`config.mk`:
```
export PLATFORM = sky130hd
export DESIGN_NAME = utf8_sequence_filter_unit
export DESIGN_NICKNAME = d
export VERILOG_FILES = /design/src/rtl/usf_pkg.sv /design/src/rtl/utf8_sequence_filter_unit.sv /design/src/rtl/usf_ctrl.sv /design/src/rtl/usf_datapath.sv
export SDC_FILE = /design/constraint.sdc
export NUM_CORES = 1
export LEC_CHECK = 0
export ABC_AREA = 1
export BUFFER_PORTS_ARGS = -buffer_cell sky130_fd_sc_hd__buf_2
export CAP_MARGIN = 10
export CORE_MARGIN = 2
export CORE_UTILIZATION = 40
export DETAILED_ROUTE_END_ITERATION = 16
export PLACE_DENSITY = 0.58
export RECOVER_POWER = 25
export REMOVE_ABC_BUFFERS = 1
export SETUP_SLACK_MARGIN = 0.02
export SLEW_MARGIN = 0
export SYNTH_ARGS = -nofsm -noshare
export SYNTH_HDL_FRONTEND = slang
export SYNTH_SLANG_ARGS = --single-unit
```
`constraint.sdc`:
```
create_clock -name clock -period 2.1 [get_ports clock]
set_input_delay 0.42 -clock clock [delete_from_list [all_inputs] [get_ports clock]]
set_output_delay 0.42 -clock clock [all_outputs]
set_load 0.005 [all_outputs]
```
`src/rtl/usf_pkg.sv`:
```
// Shared types and constants for the UTF-8 sequence filter.
package usf_pkg;

   // Input item kinds carried on the request tuser bit.
   localparam logic KIND_DATA   = 1'b0;
   localparam logic KIND_RESYNC = 1'b1;

   // Held sequence storage: lead byte plus up to three continuation bytes.
   localparam int SEQ_DEPTH = 4;
   localparam int SEQ_IDX_W = $clog2(SEQ_DEPTH);
   localparam int SEQ_CNT_W = SEQ_IDX_W + 1;

   // Byte classes.
   localparam logic [7:0] ASCII_MIN = 8'h00;
   localparam logic [7:0] ASCII_MAX = 8'h7F;
   localparam logic [7:0] LEAD2_MIN = 8'hC0;
   localparam logic [7:0] LEAD2_MAX = 8'hDF;
   localparam logic [7:0] LEAD3_MIN = 8'hE0;
   localparam logic [7:0] LEAD3_MAX = 8'hEF;
   localparam logic [7:0] LEAD4_MIN = 8'hF0;
   localparam logic [7:0] LEAD4_MAX = 8'hF7;
   localparam logic [1:0] CONT_TAG  = 2'b10;

   // Controller states.
   typedef enum logic [1:0] {
      ST_TAKE  = 2'b01,
      ST_BURST = 2'b10
   } usf_state_type;

   // Commands from the controller to the datapath.
   typedef struct packed {
      logic take_en;
      logic burst_step;
   } usf_cmd_type;

   // Status from the datapath to the controller.
   typedef struct packed {
      logic slot_free;
      logic closes;
      logic burst_last;
   } usf_sts_type;

endpackage

```
`src/rtl/utf8_sequence_filter_unit.sv`:
```
// Top level of the UTF-8 sequence filter.
//
// Usage: bytes enter on the req_ stream channel, one byte per transfer;
// req_tuser marks a resync item, which clears any partial sequence and
// produces nothing. The rsp_ channel carries the accepted bytes; rsp_tlast
// marks the final byte produced by one input item.
// An ASCII byte is presented on rsp_ the cycle after its transfer. Lead and
// continuation bytes are held internally; when the last continuation byte is
// taken, the block plays out the whole 2- to 4-byte sequence, one byte per
// cycle while the receiver keeps up, and takes no input meanwhile.
// Throughput: one input item per cycle while the output slot is free, except
// that after an item closing a sequence no input is taken until the whole
// burst has been read through the single output register.
// A registered output slot separates the sides: a new item is taken while a
// result waits, as long as rsp_tready frees the slot in that cycle. When the
// receiver stalls, the output holds and input is held off.
// Reset (synchronous, active high) empties the output and drops any partial
// sequence.
module utf8_sequence_filter_unit (
   input  logic       clock,
   input  logic       reset,
   input  logic       req_tvalid,
   output logic       req_tready,
   input  logic [7:0] req_tdata,   // [7:0] in_byte
   input  logic       req_tuser,   // [0] kind
   output logic       rsp_tvalid,
   input  logic       rsp_tready,
   output logic [7:0] rsp_tdata,   // [7:0] out_byte
   output logic       rsp_tlast
);
   import usf_pkg::*;

   usf_cmd_type cmd;
   usf_sts_type sts;

   usf_ctrl u_ctrl (
      .clock      (clock),
      .reset      (reset),
      .req_tvalid (req_tvalid),
      .sts        (sts),
      .cmd        (cmd)
   );

   usf_datapath u_datapath (
      .clock      (clock),
      .reset      (reset),
      .cmd        (cmd),
      .req_tvalid (req_tvalid),
      .req_tuser  (req_tuser),
      .req_tdata  (req_tdata),
      .rsp_tready (rsp_tready),
      .sts        (sts),
      .rsp_tvalid (rsp_tvalid),
      .rsp_tdata  (rsp_tdata),
      .rsp_tlast  (rsp_tlast)
   );

   // Input is taken only in the take state with a free output slot.
   assign req_tready = cmd.take_en;

endmodule

```
`src/rtl/usf_ctrl.sv`:
```
// Controller state machine: takes items, then plays out finished sequences.
module usf_ctrl (
   input  logic               clock,
   input  logic               reset,
   input  logic               req_tvalid,
   input  usf_pkg::usf_sts_type sts,
   output usf_pkg::usf_cmd_type cmd
);
   import usf_pkg::*;

   usf_state_type state_ff;
   usf_state_type state_in;

   // Commands follow the state; both wait for a free output slot.
   always_comb begin
      cmd.take_en    = (state_ff == ST_TAKE) & sts.slot_free;
      cmd.burst_step = (state_ff == ST_BURST) & sts.slot_free;
   end

   // Next state.
   always_comb begin
      state_in = state_ff;
      case (state_ff)
         ST_TAKE: begin
            if (cmd.take_en && req_tvalid && sts.closes) begin
               state_in = ST_BURST;
            end
         end
         ST_BURST: begin
            if (cmd.burst_step && sts.burst_last) begin
               state_in = ST_TAKE;
            end
         end
         default: begin
            state_in = ST_TAKE;
         end
      endcase
   end

   always_ff @(posedge clock) begin
      if (reset) begin
         state_ff <= ST_TAKE;
      end else begin
         state_ff <= state_in;
      end
   end

   // A burst is only entered from an accepted byte that closes a sequence.
   a_burst_entry: assert property (@(posedge clock) disable iff (reset)
      (state_ff == ST_BURST && $past(state_ff) == ST_TAKE)
      |-> $past(cmd.take_en && req_tvalid && sts.closes))
      else $error("burst entered without a closing byte");

endmodule

```
`src/rtl/usf_datapath.sv`:
```
// Datapath: byte classification, held sequence, and output register.
module usf_datapath (
   input  logic                 clock,
   input  logic                 reset,
   input  usf_pkg::usf_cmd_type cmd,
   input  logic                 req_tvalid,
   input  logic                 req_tuser,
   input  logic [7:0]           req_tdata,
   input  logic                 rsp_tready,
   output usf_pkg::usf_sts_type sts,
   output logic                 rsp_tvalid,
   output logic [7:0]           rsp_tdata,
   output logic                 rsp_tlast
);
   import usf_pkg::*;

   logic [1:0]           expected_ff, expected_in;
   logic [SEQ_CNT_W-1:0] collected_ff, collected_in;
   logic [SEQ_IDX_W-1:0] emit_idx_ff, emit_idx_in;
   logic [7:0]           seq_ff [SEQ_DEPTH];
   logic [7:0]           seq_in [SEQ_DEPTH];
   logic [7:0]           out_byte_ff, out_byte_in;
   logic                 out_last_ff, out_last_in;
   logic                 out_valid_ff, out_valid_in;

   logic                 take_fire;
   logic                 is_cont;
   logic [SEQ_CNT_W-1:0] emit_cnt;

   assign take_fire = cmd.take_en & req_tvalid;
   assign is_cont   = (req_tdata[7:6] == CONT_TAG);
   assign emit_cnt  = {1'b0, emit_idx_ff} + SEQ_CNT_W'(1);

   // Status toward the controller.
   always_comb begin
      sts.slot_free  = ~out_valid_ff | rsp_tready;
      sts.closes     = (req_tuser == KIND_DATA) && (expected_ff == 2'd1) && is_cont;
      sts.burst_last = (emit_cnt == collected_ff);
   end

   // Sequence tracking and output loading.
   always_comb begin
      expected_in  = expected_ff;
      collected_in = collected_ff;
      seq_in       = seq_ff;
      emit_idx_in  = emit_idx_ff;
      out_byte_in  = out_byte_ff;
      out_last_in  = out_last_ff;
      out_valid_in = out_valid_ff & ~rsp_tready;
      if (take_fire) begin
         if (req_tuser == KIND_RESYNC) begin
            expected_in  = 2'd0;
            collected_in = '0;
         end else if (expected_ff == 2'd0) begin
            expected_in  = 2'd0;
            collected_in = '0;
            case (req_tdata) inside
               [ASCII_MIN:ASCII_MAX]: begin
                  out_byte_in  = req_tdata;
                  out_last_in  = 1'b1;
                  out_valid_in = 1'b1;
               end
               [LEAD2_MIN:LEAD2_MAX]: begin
                  expected_in  = 2'd1;
                  collected_in = SEQ_CNT_W'(1);
                  seq_in[0]    = req_tdata;
               end
               [LEAD3_MIN:LEAD3_MAX]: begin
                  expected_in  = 2'd2;
                  collected_in = SEQ_CNT_W'(1);
                  seq_in[0]    = req_tdata;
               end
               [LEAD4_MIN:LEAD4_MAX]: begin
                  expected_in  = 2'd3;
                  collected_in = SEQ_CNT_W'(1);
                  seq_in[0]    = req_tdata;
               end
               default: begin
                  // Stray continuation byte or an invalid lead: dropped.
               end
            endcase
         end else if (!is_cont) begin
            // A break inside a sequence discards it and the byte.
            expected_in  = 2'd0;
            collected_in = '0;
         end else begin
            expected_in = expected_ff - 2'd1;
            if (!collected_ff[SEQ_CNT_W-1]) begin
               seq_in[collected_ff[SEQ_IDX_W-1:0]] = req_tdata;
               collected_in = collected_ff + SEQ_CNT_W'(1);
            end
         end
      end else if (cmd.burst_step) begin
         out_byte_in  = seq_ff[emit_idx_ff];
         out_last_in  = sts.burst_last;
         out_valid_in = 1'b1;
         if (sts.burst_last) begin
            emit_idx_in  = '0;
            collected_in = '0;
         end else begin
            emit_idx_in = emit_idx_ff + SEQ_IDX_W'(1);
         end
      end
   end

   // Control registers.
   always_ff @(posedge clock) begin
      if (reset) begin
         expected_ff  <= 2'd0;
         collected_ff <= '0;
         emit_idx_ff  <= '0;
         out_valid_ff <= 1'b0;
      end else begin
         expected_ff  <= expected_in;
         collected_ff <= collected_in;
         emit_idx_ff  <= emit_idx_in;
         out_valid_ff <= out_valid_in;
      end
   end

   // Payload registers.
   always_ff @(posedge clock) begin
      seq_ff      <= seq_in;
      out_byte_ff <= out_byte_in;
      out_last_ff <= out_last_in;
   end

   assign rsp_tvalid = out_valid_ff;
   assign rsp_tdata  = out_byte_ff;
   assign rsp_tlast  = out_last_ff;

   // An open sequence always holds its lead and never outgrows the store.
   a_open_seq: assert property (@(posedge clock) disable iff (reset)
      (expected_ff != 2'd0) |-> (collected_ff != '0)
      && (({1'b0, expected_ff} + collected_ff) <= SEQ_CNT_W'(SEQ_DEPTH)))
      else $error("open sequence count out of range");

   // A burst plays out a closed sequence of at least two bytes.
   a_burst_len: assert property (@(posedge clock) disable iff (reset)
      cmd.burst_step |-> (collected_ff >= SEQ_CNT_W'(2)) && (expected_ff == 2'd0))
      else $error("burst on an unfinished sequence");

   // Taking an item and playing a burst never coincide.
   a_cmd_excl: assert property (@(posedge clock) disable iff (reset)
      !(cmd.take_en && cmd.burst_step))
      else $error("take and burst commands overlap");

endmodule

```
---- Yosys cells after proc, flatten, opt, wreduce, memory -nomap -nowiden ----
Index checks and enable logic that the tools add are counted.
cells by class
  add/subtract/negate cells ............... 4
  order comparisons ....................... 11
  equality and inequality tests ........... 14
  multiplexer cells ....................... 50
  bitwise logic cells ..................... 13
  reductions and logical operators ........ 21
operators by type and width
  operator                                             number
  2-to-1 mux 8 bit                                     13
  2-to-1 mux 32 bit                                    2
  bitwise mux 32 bit                                   1
  2-to-1 mux 3 bit                                     10
  >= comparator 8 bit, second input constant           3
  <= comparator 8 bit, second input constant           3
  2-to-1 mux 2 bit                                     10
  binary-select mux 8 bit (select 2 bit)               1
  demux 8 bit (select 2 bit)                           1
  inequality test 2 bit, second input constant         7
  2-to-1 mux 1 bit                                     11
  logical AND 1 bit                                    10
  >= comparator 8 x 1 -> 1 bit, second input constant  1
  <= comparator 8 x 7 -> 1 bit, second input constant  1
  >= comparator 3 bit, second input constant           2
  inverter 1 bit                                       6
  inverter 2 -> 3 bit                                  2
  AND reduction 2 bit                                  3
  AND reduction 6 bit                                  1
  nonzero test 2 bit                                   3
  inequality test 5 bit, second input constant         1
  AND reduction 5 bit                                  1
  bitwise AND 1 bit                                    4
  == test 2 x 1 -> 1 bit, second input constant        2
  other kinds (13)                                     14
storage, ports and cells
  register bits after elaboration ......... 51
  input port bits ......................... 13
  output and inout port bits .............. 11
  word-level logic and storage cells ...... 125

---- Depth between registers and ports, before layout ----
Gate-level depths: netlist of the first run.
  word-level depth ........................ 9
  gate-level depth with buffers ........... 10
  mapped depth without buffers ............ 10

---- By module ----
From an unflattened synthesis of the first run, not the netlist that was laid out.
unflattened totals
  cells, all modules ...................... 241
  area, all modules ....................... 2411.1 µm²
modules (own cells, without submodules)
  module        times used  cells each  area an instance (µm²)  sequential area each (µm²)
  usf_datapath  1           225         2307.2                  1391.3
  usf_ctrl      1           16          103.8                   40.0

---- Least setup slack after synthesis of the first run ----
Ideal clock, no wire load.
  path kind ............................... register to register
  from .................................... reg u_datapath.expected_ff[0]
  to ...................................... reg u_datapath.seq_ff[10] (netlist name) (enable)
  setup time .............................. 0.371 ns
  data arrival time ....................... 1.535 ns
  required time ........................... 1.729 ns
  path slack .............................. 0.194 ns
  stages on the path, launching flop included .. 9
  buffers on the path ..................... 1
  cell sequence ........................... dfxtp_1 inv_1 ha_1 clkbuf_2 nor2_1 nand2_2 nor2_2 inv_1 nor2_1
on the way
  cells in the longest elaborated chain, start to end .. 3
ends and longest elaborated chain
  what                                  line                 source
  start, declared                       usf_datapath.sv:17   logic [1:0] expected_ff, expected_in;
  start signal, assigned                usf_datapath.sv:114  expected_ff <= expected_in;
  logical NOT 2 bit                     usf_datapath.sv:54   end else if (expected_ff == 2'd0) begin
  inverter 1 bit (no source line)       -
  AND reduction 5 bit (no source line)  -
  end signal, assigned                  usf_datapath.sv:123  seq_ff <= seq_in;
  end, declared                         usf_datapath.sv:20   logic [7:0] seq_ff [SEQ_DEPTH];
No other way between the ends.
A chain may end at the register's enable or synchronous reset.

---- Worst setup path in the final report of the first run ----
  from .................................... reg u_datapath.expected_ff[0]
  to ...................................... reg u_datapath.seq_ff[4] (netlist name) (enable)
The elaborated chain is that of the path after synthesis.

==> impl_metrics.csv, run 1 <==
group,metric,value,unit
run_status,status,"completed",
timing,worst_pin_slew,0.318,ns
route,route.vias.total,1680,
timing,drv_slew,0,
timing,max_freq,0.543,GHz
route,drtIter0Drc,142,
cells_and_area,fin_cells,331,
global_routing,met1_usage,0.242,
timing,fin_crit_sh,0.876,
power,power.leakage,0.997,nW
route,antenna_left,0,
setup_path,r2r-start,"u_datapath.expected_ff[0]",
setup_path,required,2.12,ns
timing,clock_skew,0.00739,ns
route,drt_wl_total,4860,um
synth,ys_types,26,
route,viasPerCell,5.08,
cells_and_area,n_fill_cell,528,
floorplanning,dieArea,6470,sq um
cells_and_area,n_antenna_cell,0,
synth,synth_top_area_share,0.527,
route,wl_per_cell,14.7,um
clocking,cts_tree,"done",
setup_path,worstSetupPathType,"reg2reg",
global_routing,antenna_found_initial,0,
setup_path,crit_fanout,8,
global_routing,grtUsageMet2,0.233,
synth,syn_inst,228,
synth,ys_seq_area_frac,0.612,
setup_path,reg2reg_depth,8,
synth,synth_edf_count,41,
floorplanning,die_x,80.4,um
cells_and_area,nNetsFinal,278,
synth,ys_warn_count,0,
global_routing,met3_usage,0.0337,
clocking,cts_hold_buffers,0,
setup_path,slowest_delay,0.36,ns
global_routing,grt_pass1_wl,7620,um
setup_path,arrival,1.86,ns
timing,hold_viol_final,0,
setup_path,worstPathCellList,"inv_1, ha_1, nor2_1, nand2_2, nor2_2, inv_1, nor2_1, buf_4",
setup_path,r2r-end,"u_datapath.seq_ff[4]",
timing,rsz0062_at_grt,"false",
power,cellPowerDensity,680,nW/um^2
setup_path,startpoint,"u_datapath.expected_ff[0]",
clocking,h-tree-depth,2,
setup_path,startpoint_type,"register",
floorplanning,row_count,27,
route,drc,0,
place,dpl.hpwl,3580,um
place,routabilityCongestion,0.831,
min_path,min_path_type,"in2reg",
setup_path,r2r_slack,0.26,ns
clocking,post_cts_buffers,0,
route,drt-pass1-iter-count,5,
cells_and_area,regArea,1430,sq um
setup_path,endpoint,"u_datapath.seq_ff[4]",
clocking,clock-sinks,51,
global_routing,grt_overflow,0,
floorplanning,start_util,0.419,
clocking,clockBufferDepth,2,
synth,netlist_area,2340,sq um
place,numPortBuffers,23,
cells_and_area,multi_input_area,751,sq um
global_routing,grt_max_degree,22,
timing,period_minus_slack,1.84,ns
synth,synth_area_leader_cell,"edfxtp_1",
clocking,clkSlewWorstSetupHoldPaths,0.10,ns
global_routing,grt_use_total,0.160,
clocking,cts_buffers,5,
timing,relSlewSlack,0.788,
synth,synth_ff_type,"edfxtp_1",
flow_run,max-cap-violations,0,
synth,post-synth-top-count-cell,"edfxtp_1",
setup_path,critical_path.slowest_cell,"dfxtp_1",
synth,synth.avg_cell_area,10.3,sq um
setup_path,end_kind,"register",
synth,ys_top_cells_by_count,"edfxtp_1, nor2_1, nand2_1",
synth,async_reset_ff_frac,0,
cells_and_area,area_growth,13.3,%
power,vdd_drop_max,411,uV
synth,synth_area_leaders,"edfxtp_1, dfxtp_1, nor2_1",
floorplanning,die_h,80.4,um
timing,tns,0,ns
synth,ys_ff_latch,51,
floorplanning,num_io_pins,24,
cells_and_area,layout-drive-gt1-share,0.174,
clocking,clockRootBuffer,"clkbuf_8",
clocking,insertion_delay,0.30,ns
timing,setup_viol,0,
global_routing,grt_pass1_vias,1513,
clocking,ctsResizeCount,0,
place,place_inst,323,
floorplanning,coreArea,5570,sq um
global_routing,busiest_layer,"met1",
routing by layer:
metal | vias up | part of all wire | wire [um]
met1 | 787 | 0.53 | 2590
met3 | 5 | 0.042 | 206
li1 | 834 | - | -
met5 | - | 0 | 0
met4 | 0 | 0.0076 | 37
met2 | 54 | 0.42 | 2020
power breakdown:
| group | total (mW) | switching [mW] | internal (mW) |
|---|---|---|---|
| combinational | 0.113 | 0.0755 | 0.0380 |
| clock | 0.578 | 0.337 | 0.241 |
| sequential | 1.11 | 0.00438 | 1.11 |
| total | 1.80 | 0.417 | 1.38 |
kinds of logic (layout without fill, tap and decap cells):
group | count (synthesis) | count (layout) | share of synthesized area
simple gates | 89 | 89 | 0.170
fa+ha+maj | 7 | 7 | 0.0375
buf+inv | 38 | 69 | 0.0664
flops | 51 | 51 | 0.612
compound gates | 42 | 42 | 0.110
xor+xnor | 1 | 1 | 0.00375
flip-flops by register name (all words and copies together), names as in the netlist:
signal	count
u_datapath.expected_ff	2
u_datapath.seq_ff	32
u_datapath.rsp_tdata	8
u_datapath.rsp_tvalid	1
u_datapath.rsp_tlast	1
u_datapath.collected_ff	3
u_datapath.emit_idx_ff	2
u_ctrl.state_ff	2
metrics by stage:
step | utilization | setup slack (ns) | hold slack, ns | total power, mW | area (sq um)
after floorplan | - | 0.108 | 0.455 | 1.19 | 2290
after global placement | 0.460 | 0.330 | 0.485 | 1.25 | 2570
after detailed placement | 0.460 | 0.312 | 0.491 | 1.25 | 2570
after CTS | 0.477 | 0.262 | 0.357 | 1.82 | 2660
after global routing | 0.475 | 0.124 | 0.406 | 1.87 | 2650
final | 0.475 | 0.260 | 0.402 | 1.80 | 2650
critical path: cells and delay by family, from the launching register on:
family / cells / cell delay (ns)
AND/OR/NAND/NOR: 4 / 0.59
flip-flops: 1 / 0.36
buffers and inverters: 3 / 0.30
adder cells (fa/ha/maj): 1 / 0.29
final cells by class:
type | instances | area share
flip-flops and latches | 51 | 0.540
multi-input cells | 139 | 0.283
repair buffers | 32 | 0.0652
inverters | 29 | 0.0420
well taps | 72 | 0.0340
clock buffers | 5 | 0.0260
clock inverters | 3 | 0.00897
worst min-delay path by stage:
stage,start,end,slack (ns),cells past startpoint
final,reset,u_datapath.collected_ff[0],0.40,2
after global routing,reset,u_datapath.collected_ff[0],0.41,2
after detailed placement,u_datapath.expected_ff[1],u_datapath.expected_ff[1],0.49,2
after CTS,req_tdata[1],u_datapath.seq_ff[9],0.36,1
after floorplan,u_datapath.expected_ff[1],u_datapath.expected_ff[1],0.46,2
after global placement,u_datapath.expected_ff[1],u_datapath.expected_ff[1],0.48,2
layout by cell type, fill, tap and decap left out, types with 5 or more instances in the layout:
cell type / n
a21oi_1: 7
a31oi_1: 5
buf_2: 15
buf_4: 9
clkbuf_1: 8
clkbuf_8: 5
dfxtp_1: 10
edfxtp_1: 41
ha_1: 7
inv_1: 26
nand2_1: 31
nand3_1: 10
nor2_1: 37
o21ai_0: 18
o32ai_1: 8
(Power assumes the default switching activity.)
==> run 2: changes to the inputs <==
--- a/config.mk
+++ b/config.mk
@@ -8,11 +8,13 @@
 export ABC_AREA = 1
 export BUFFER_PORTS_ARGS = -buffer_cell sky130_fd_sc_hd__buf_2
 export CAP_MARGIN = 10
+export CELL_PAD_IN_SITES_DETAIL_PLACEMENT = 0
+export CELL_PAD_IN_SITES_GLOBAL_PLACEMENT = 1
 export CORE_MARGIN = 2
 export CORE_UTILIZATION = 40
 export DETAILED_ROUTE_END_ITERATION = 16
-export PLACE_DENSITY = 0.58
-export RECOVER_POWER = 25
+export PLACE_DENSITY = 0.7
+export RECOVER_POWER = 100
 export REMOVE_ABC_BUFFERS = 1
 export SETUP_SLACK_MARGIN = 0.02
 export SLEW_MARGIN = 0
==> run 2 against run 1 <==
Die area stayed put. Clock-buffer cell count is 1 higher. First-iteration DRC count is 1.4% lower.
==> impl_metrics.csv, run 2 (synthesized netlist as in run 1, its figures left out) <==
group,metric,value,unit
run_status,status,"completed",
route,antenna_left,0,
floorplanning,dieArea,6470,sq um
global_routing,grt_max_degree,20,
timing,clock_skew,0.00714,ns
flow_run,max-cap-violations,0,
power,cellPowerDensity,721,nW/um^2
power,seqPwrFrac,0.580,
setup_path,worstSetupPathType,"reg2reg",
setup_path,end_kind,"register",
floorplanning,num_io_pins,24,
cells_and_area,area_growth,13.4,%
timing,worst_pin_slew,0.416,ns
cells_and_area,final_util,0.476,
setup_path,timing.critical_path.buf_inv,3,
power,p_comb_frac,0.058,
timing,max_freq,0.531,GHz
cells_and_area,layout_common_cells,"edfxtp_1, nor2_1, nand2_1",
global_routing,grt_overflow,0,
setup_path,crit_fanout,8,
timing,setup_viol,0,
floorplanning,die_x,80.4,um
cells_and_area,nNetsFinal,280,
clocking,clkSlewWorstSetupHoldPaths,0.09,ns
power,p_sw_frac,0.214,
floorplanning,die_h,80.4,um
cells_and_area,largest_reg_flops,32,
cells_and_area,fin_cells,333,
clocking,cts_tree,"done",
route,drtIter0Drc,140,
setup_path,slowest_delay,0.36,ns
power,power.leakage,0.996,nW
clocking,ctsResizeCount,0,
route,drt_wl_total,4860,um
route,drt-pass1-iter-count,4,
clocking,clock-sinks,51,
global_routing,grt_pass1_wl,7660,um
min_path,min_path_type,"in2reg",
timing,fin_crit_sh,0.897,
setup_path,startpoint_type,"register",
place,place_area,2580,sq um
timing,tns,0,ns
route,route.vias.total,1623,
clocking,post_cts_buffers,0,
clocking,h-tree-depth,2,
power,p_clk_frac,0.361,
route,viasPerCell,4.87,
timing,rsz0062_at_grt,"false",
global_routing,antenna_found_initial,0,
cells_and_area,final_common_cell,"edfxtp_1",
place,dpl.hpwl,3440,um
timing,period_minus_slack,1.88,ns
cells_and_area,regMostFlops,"u_datapath.seq_ff",
route,drc,0,
timing,drv_slew,0,
timing,hold_viol_final,0,
power,power.internal,1.50,mW
floorplanning,coreArea,5570,sq um
power,vdd_drop_max,360,uV
global_routing,grt_pass1_vias,1472,
clocking,insertion_delay,0.30,ns
setup_path,critical_path.slowest_cell,"dfxtp_1",
place,place_inst,325,
cells_and_area,n_antenna_cell,0,
floorplanning,start_util,0.419,
setup_path,worstPathCellList,"inv_1, ha_1, nor2_1, nand2_2, nor2_2, inv_1, nor2_1, buf_4",
floorplanning,row_count,27,
setup_path,cp_top_family,"simple AND/OR/NAND/NOR gates",
power,p_switching,0.409,mW
place,numPortBuffers,23,
setup_path,arrival,1.90,ns
global_routing,grt_use_total,0.163,
clocking,cts_hold_buffers,0,
place,routabilityCongestion,0.767,
clocking,clockRootBuffer,"clkbuf_8",
timing,relSlewSlack,0.723,
route,wl_per_cell,14.6,um
clocking,clockBufferDepth,2,
setup_path,required,2.11,ns
cells_and_area,layout-drive-gt1-share,0.126,
cells_and_area,stdcell_area,2650,sq um
clocking,cts_buffers,5,
## run 2: changes by cell type in the layout (fill, tap and decap cells not counted), moves of 2 or more
cell	delta
clkbuf_1	+8
buf_2	-5
a21oi_1	+2
a21oi_2	-2
buf_4	-2
clkbuf_2	+2
inv_1	+2
inv_2	-2
nor2_1	+2
nor2_2	-2
## run 2: power groups by stage
stage | combinational (mW) | sequential (mW) | clock, mW
finish | 0.111 | 1.11 | 0.691
global route | 0.125 | 1.11 | 0.749
CTS | 0.119 | 1.11 | 0.706
detailed placement | 0.119 | 1.13 | 0
global placement | 0.119 | 1.13 | 0
floorplan | 0.0565 | 1.13 | 0
## run 2: final timing paths
| kind | start | endpoint | slack (ns) | cells past startpoint |
|---|---|---|---|---|
| min | reset | u_datapath.collected_ff[0] | 0.39 | 2 |
| max reg2reg | u_datapath.expected_ff[0] | u_datapath.seq_ff[11] | 0.22 | 8 |
| max | u_datapath.expected_ff[0] | u_datapath.seq_ff[11] | 0.22 | 8 |
| min reg2reg | u_datapath.expected_ff[1] | u_datapath.expected_ff[1] | 0.50 | 2 |
## run 2: worst register-to-register path: stages (launching register included)
cell and delay, ns:
dfxtp_1 0.36, inv_1 0.06, ha_1 0.30, nor2_1 0.33
nand2_2 0.10, nor2_2 0.11, inv_1 0.07, nor2_1 0.08
buf_4 0.18
## run 2: through the flow
step / worst slack (ns) / total power [mW] / hold slack [ns]
after floorplan: 0.108 / 1.19 / 0.455
after global placement: 0.255 / 1.25 / 0.485
after detailed placement: 0.231 / 1.25 / 0.492
after CTS: 0.239 / 1.93 / 0.330
after global routing: 0.0411 / 1.98 / 0.387
final: 0.216 / 1.91 / 0.387
## run 2: area by class of cell
cell class	count	area [sq um]
repair buffers	34	169
clock buffers	6	72.6
multi-input cells	139	738
flip-flops and latches	51	1430
well taps	72	90.1
clock inverters	2	38.8
inverters	29	111
fillers	541	2920
## run 2: metal layers
layer | track usage | up-vias | part of all wire
li1 | - | 841 | -
met1 | 0.235 | 744 | 0.48
met2 | 0.246 | 36 | 0.46
met3 | 0.0303 | 2 | 0.048
met4 | 0.0559 | 0 | 0.0070
met5 | 0 | - | 0
==> run 3: changes to the inputs <==
--- a/config.mk
+++ b/config.mk
@@ -13,9 +13,9 @@
 export CORE_MARGIN = 2
 export CORE_UTILIZATION = 40
 export DETAILED_ROUTE_END_ITERATION = 16
+export GPL_TIMING_DRIVEN = 0
 export PLACE_DENSITY = 0.7
 export RECOVER_POWER = 100
-export REMOVE_ABC_BUFFERS = 1
 export SETUP_SLACK_MARGIN = 0.02
 export SLEW_MARGIN = 0
 export SYNTH_ARGS = -nofsm -noshare
==> run 3 against run 2 <==
First-iteration DRC count rose by 8.6%. Sequential cell count did not move. Critical path depth fell by 2. Register-to-register slack got worse by 0.03 ns. Die area did not move. Global-route usage rose by 0.93 points. Cell area rose by 1.3%. Non-clock buffer count fell by 1. Sequential power barely moved. Via count rose by 2.1%. Sequential share of layout area fell by 0.70 points. Power fell by 2.0%. Largest cell class unchanged.
==> impl_metrics.csv, run 3 (synthesized netlist as in run 1, its figures left out) <==
group,metric,value,unit
run_status,status,"completed",
cells_and_area,regMostFlops,"u_datapath.seq_ff",
place,dpl.hpwl,3520,um
route,drt_wl_total,5120,um
place,routabilityCongestion,0.760,
global_routing,grt_use_total,0.172,
setup_path,startpoint_type,"register",
setup_path,end_kind,"register",
min_path,hp-start,"req_tdata[2]",
timing,rsz0062_at_grt,"false",
route,route.vias.total,1657,
route,drtIter0Drc,152,
timing,setup_ws,0.188,ns
synth,synth_nets,248,
global_routing,grt_pass1_vias,1620,
timing,fin_crit_sh,0.910,
setup_path,reg2reg_depth,6,
setup_path,r2r-start,"u_ctrl.state_ff[0]",
timing,worst_pin_slew,0.686,ns
global_routing,grt_overflow,0,
timing,hold_viol_final,0,
min_path,min_path_type,"in2reg",
floorplanning,start_util,0.419,
route,viasPerCell,5.01,
timing,relSlewSlack,0.540,
clocking,clkSlewWorstSetupHoldPaths,0.09,ns
cells_and_area,largest_reg_flops,32,
clocking,insertion_delay,0.30,ns
clocking,h-tree-depth,2,
place,dp_slack,-0.428,ns
timing,setup_viol,0,
timing,drv_slew,0,
setup_path,r2r_slack,0.19,ns
flow_run,max-cap-violations,0,
setup_path,crit_fanout,9,
power,cellPowerDensity,697,nW/um^2
place,numPortBuffers,22,
setup_path,slowest_delay,0.59,ns
timing,period_minus_slack,1.91,ns
min_path,holdPathStages,1,
setup_path,required,2.04,ns
setup_path,r2r-end,"u_datapath.seq_ff[27]",
global_routing,grt_pass1_wl,8080,um
timing,clock_skew,0.00438,ns
cells_and_area,nNetsFinal,279,
clocking,clock-sinks,51,
min_path,min_to,"u_datapath.seq_ff[18]",
power,finalPower,1.87,mW
cells_and_area,final_common_cell,"edfxtp_1",
floorplanning,row_count,27,
power,vdd_drop_max,318,uV
route,drc,0,
route,drt-pass1-iter-count,4,
route,antenna_left,0,
route,wl_per_cell,15.5,um
power,power.leakage,0.972,nW
cells_and_area,final_util,0.482,
clocking,cts_tree,"done",
cells_and_area,area_growth,14.9,%
global_routing,grt_max_degree,15,
clocking,cts_buffers,5,
setup_path,worstSetupPathType,"reg2reg",
floorplanning,num_io_pins,24,
cells_and_area,layout_common_cells,"edfxtp_1, nor2_1, nand2_1",
floorplanning,coreArea,5570,sq um
cells_and_area,n_antenna_cell,0,
floorplanning,die_x,80.4,um
cells_and_area,layout-drive-gt1-share,0.143,
floorplanning,dieArea,6470,sq um
global_routing,antenna_found_initial,0,
timing,max_freq,0.523,GHz
setup_path,critical_path.slowest_cell,"nor3_2",
clocking,clockRootBuffer,"clkbuf_8",
setup_path,worstPathCellList,"inv_1, nor2_1, nand3_4, nor2_4, inv_2, nor3_2",
clocking,clockBufferDepth,2,
floorplanning,die_h,80.4,um
setup_path,arrival,1.85,ns
## run 3: cell count changes in the layout (fill, tap and decap cells not counted), sizes merged
cell / change
inv: -1
buf: -3
clkbuf: +2
## run 3: what timing repair did
| action | 4_1_cts | 5_1_grt |
|---|---|---|
| resized for setup | 5 | 6 |
| pin swaps | 0 | 3 |
| cloned | 0 | 0 |
| hold buffers | 0 | 0 |
| setup buffers | 0 | 2 |
| endpoints found under the setup margin | 41 | 32 |
## run 3: how the worst max path moves through the flow
stage,startpoint,endpoint,slack (ns),depth (start not counted)
after floorplan,u_datapath.expected_ff[0],u_datapath.seq_ff[10],0.19,8
after global placement,req_tdata[6],u_datapath.seq_ff[27],-0.45,6
after detailed placement,req_tdata[6],u_datapath.seq_ff[27],-0.43,6
after CTS,u_datapath.expected_ff[0],u_datapath.seq_ff[3],-0.12,8
after global routing,u_datapath.expected_ff[0],u_datapath.seq_ff[8],0.01,8
final,u_ctrl.state_ff[0],u_datapath.seq_ff[27],0.19,6
## run 3: worst max-delay path: cells and delay by family (launching register included)
family	cells	cell delay [ns]
buffers and inverters	2	0.15
DFF	1	0.31
and+or+nand+nor	4	1.08
## run 3: report_power, final
part           switching (mW)  internal, mW
combinational          0.0765        0.0338
clock                   0.303         0.349
sequential            0.00439          1.11
## run 3: final cells by class
cell class	instances	area (sq um)
Fill cell	545	2890
Sequential cell	51	1430
Multi-Input combinational cell	139	774
Timing Repair Buffer	24	134
Inverter	29	111
Tap cell	72	90.1
Clock buffer	6	72.6
Buffer	9	42.5
Clock inverter	1	30.0
## run 3: per-layer routing
layer	vias to the layer above	wire, um	global-route usage
met4	0	76	0.0559
met5	-	0	0
met2	35	2470	0.280
li1	833	-	-
met3	7	281	0.0315
met1	782	2290	0.232
## run 3: metrics by stage
step | area, sq um | instances | hold WS [ns] | setup TNS, ns
CTS | 2660 | 329 | 0.331 | -2.37
floorplan | 2340 | 228 | 0.466 | 0
global placement | 2540 | 322 | 0.487 | -12.60
finish | 2690 | 331 | 0.388 | 0
detailed placement | 2540 | 322 | 0.497 | -12.86
global route | 2690 | 331 | 0.396 | 0
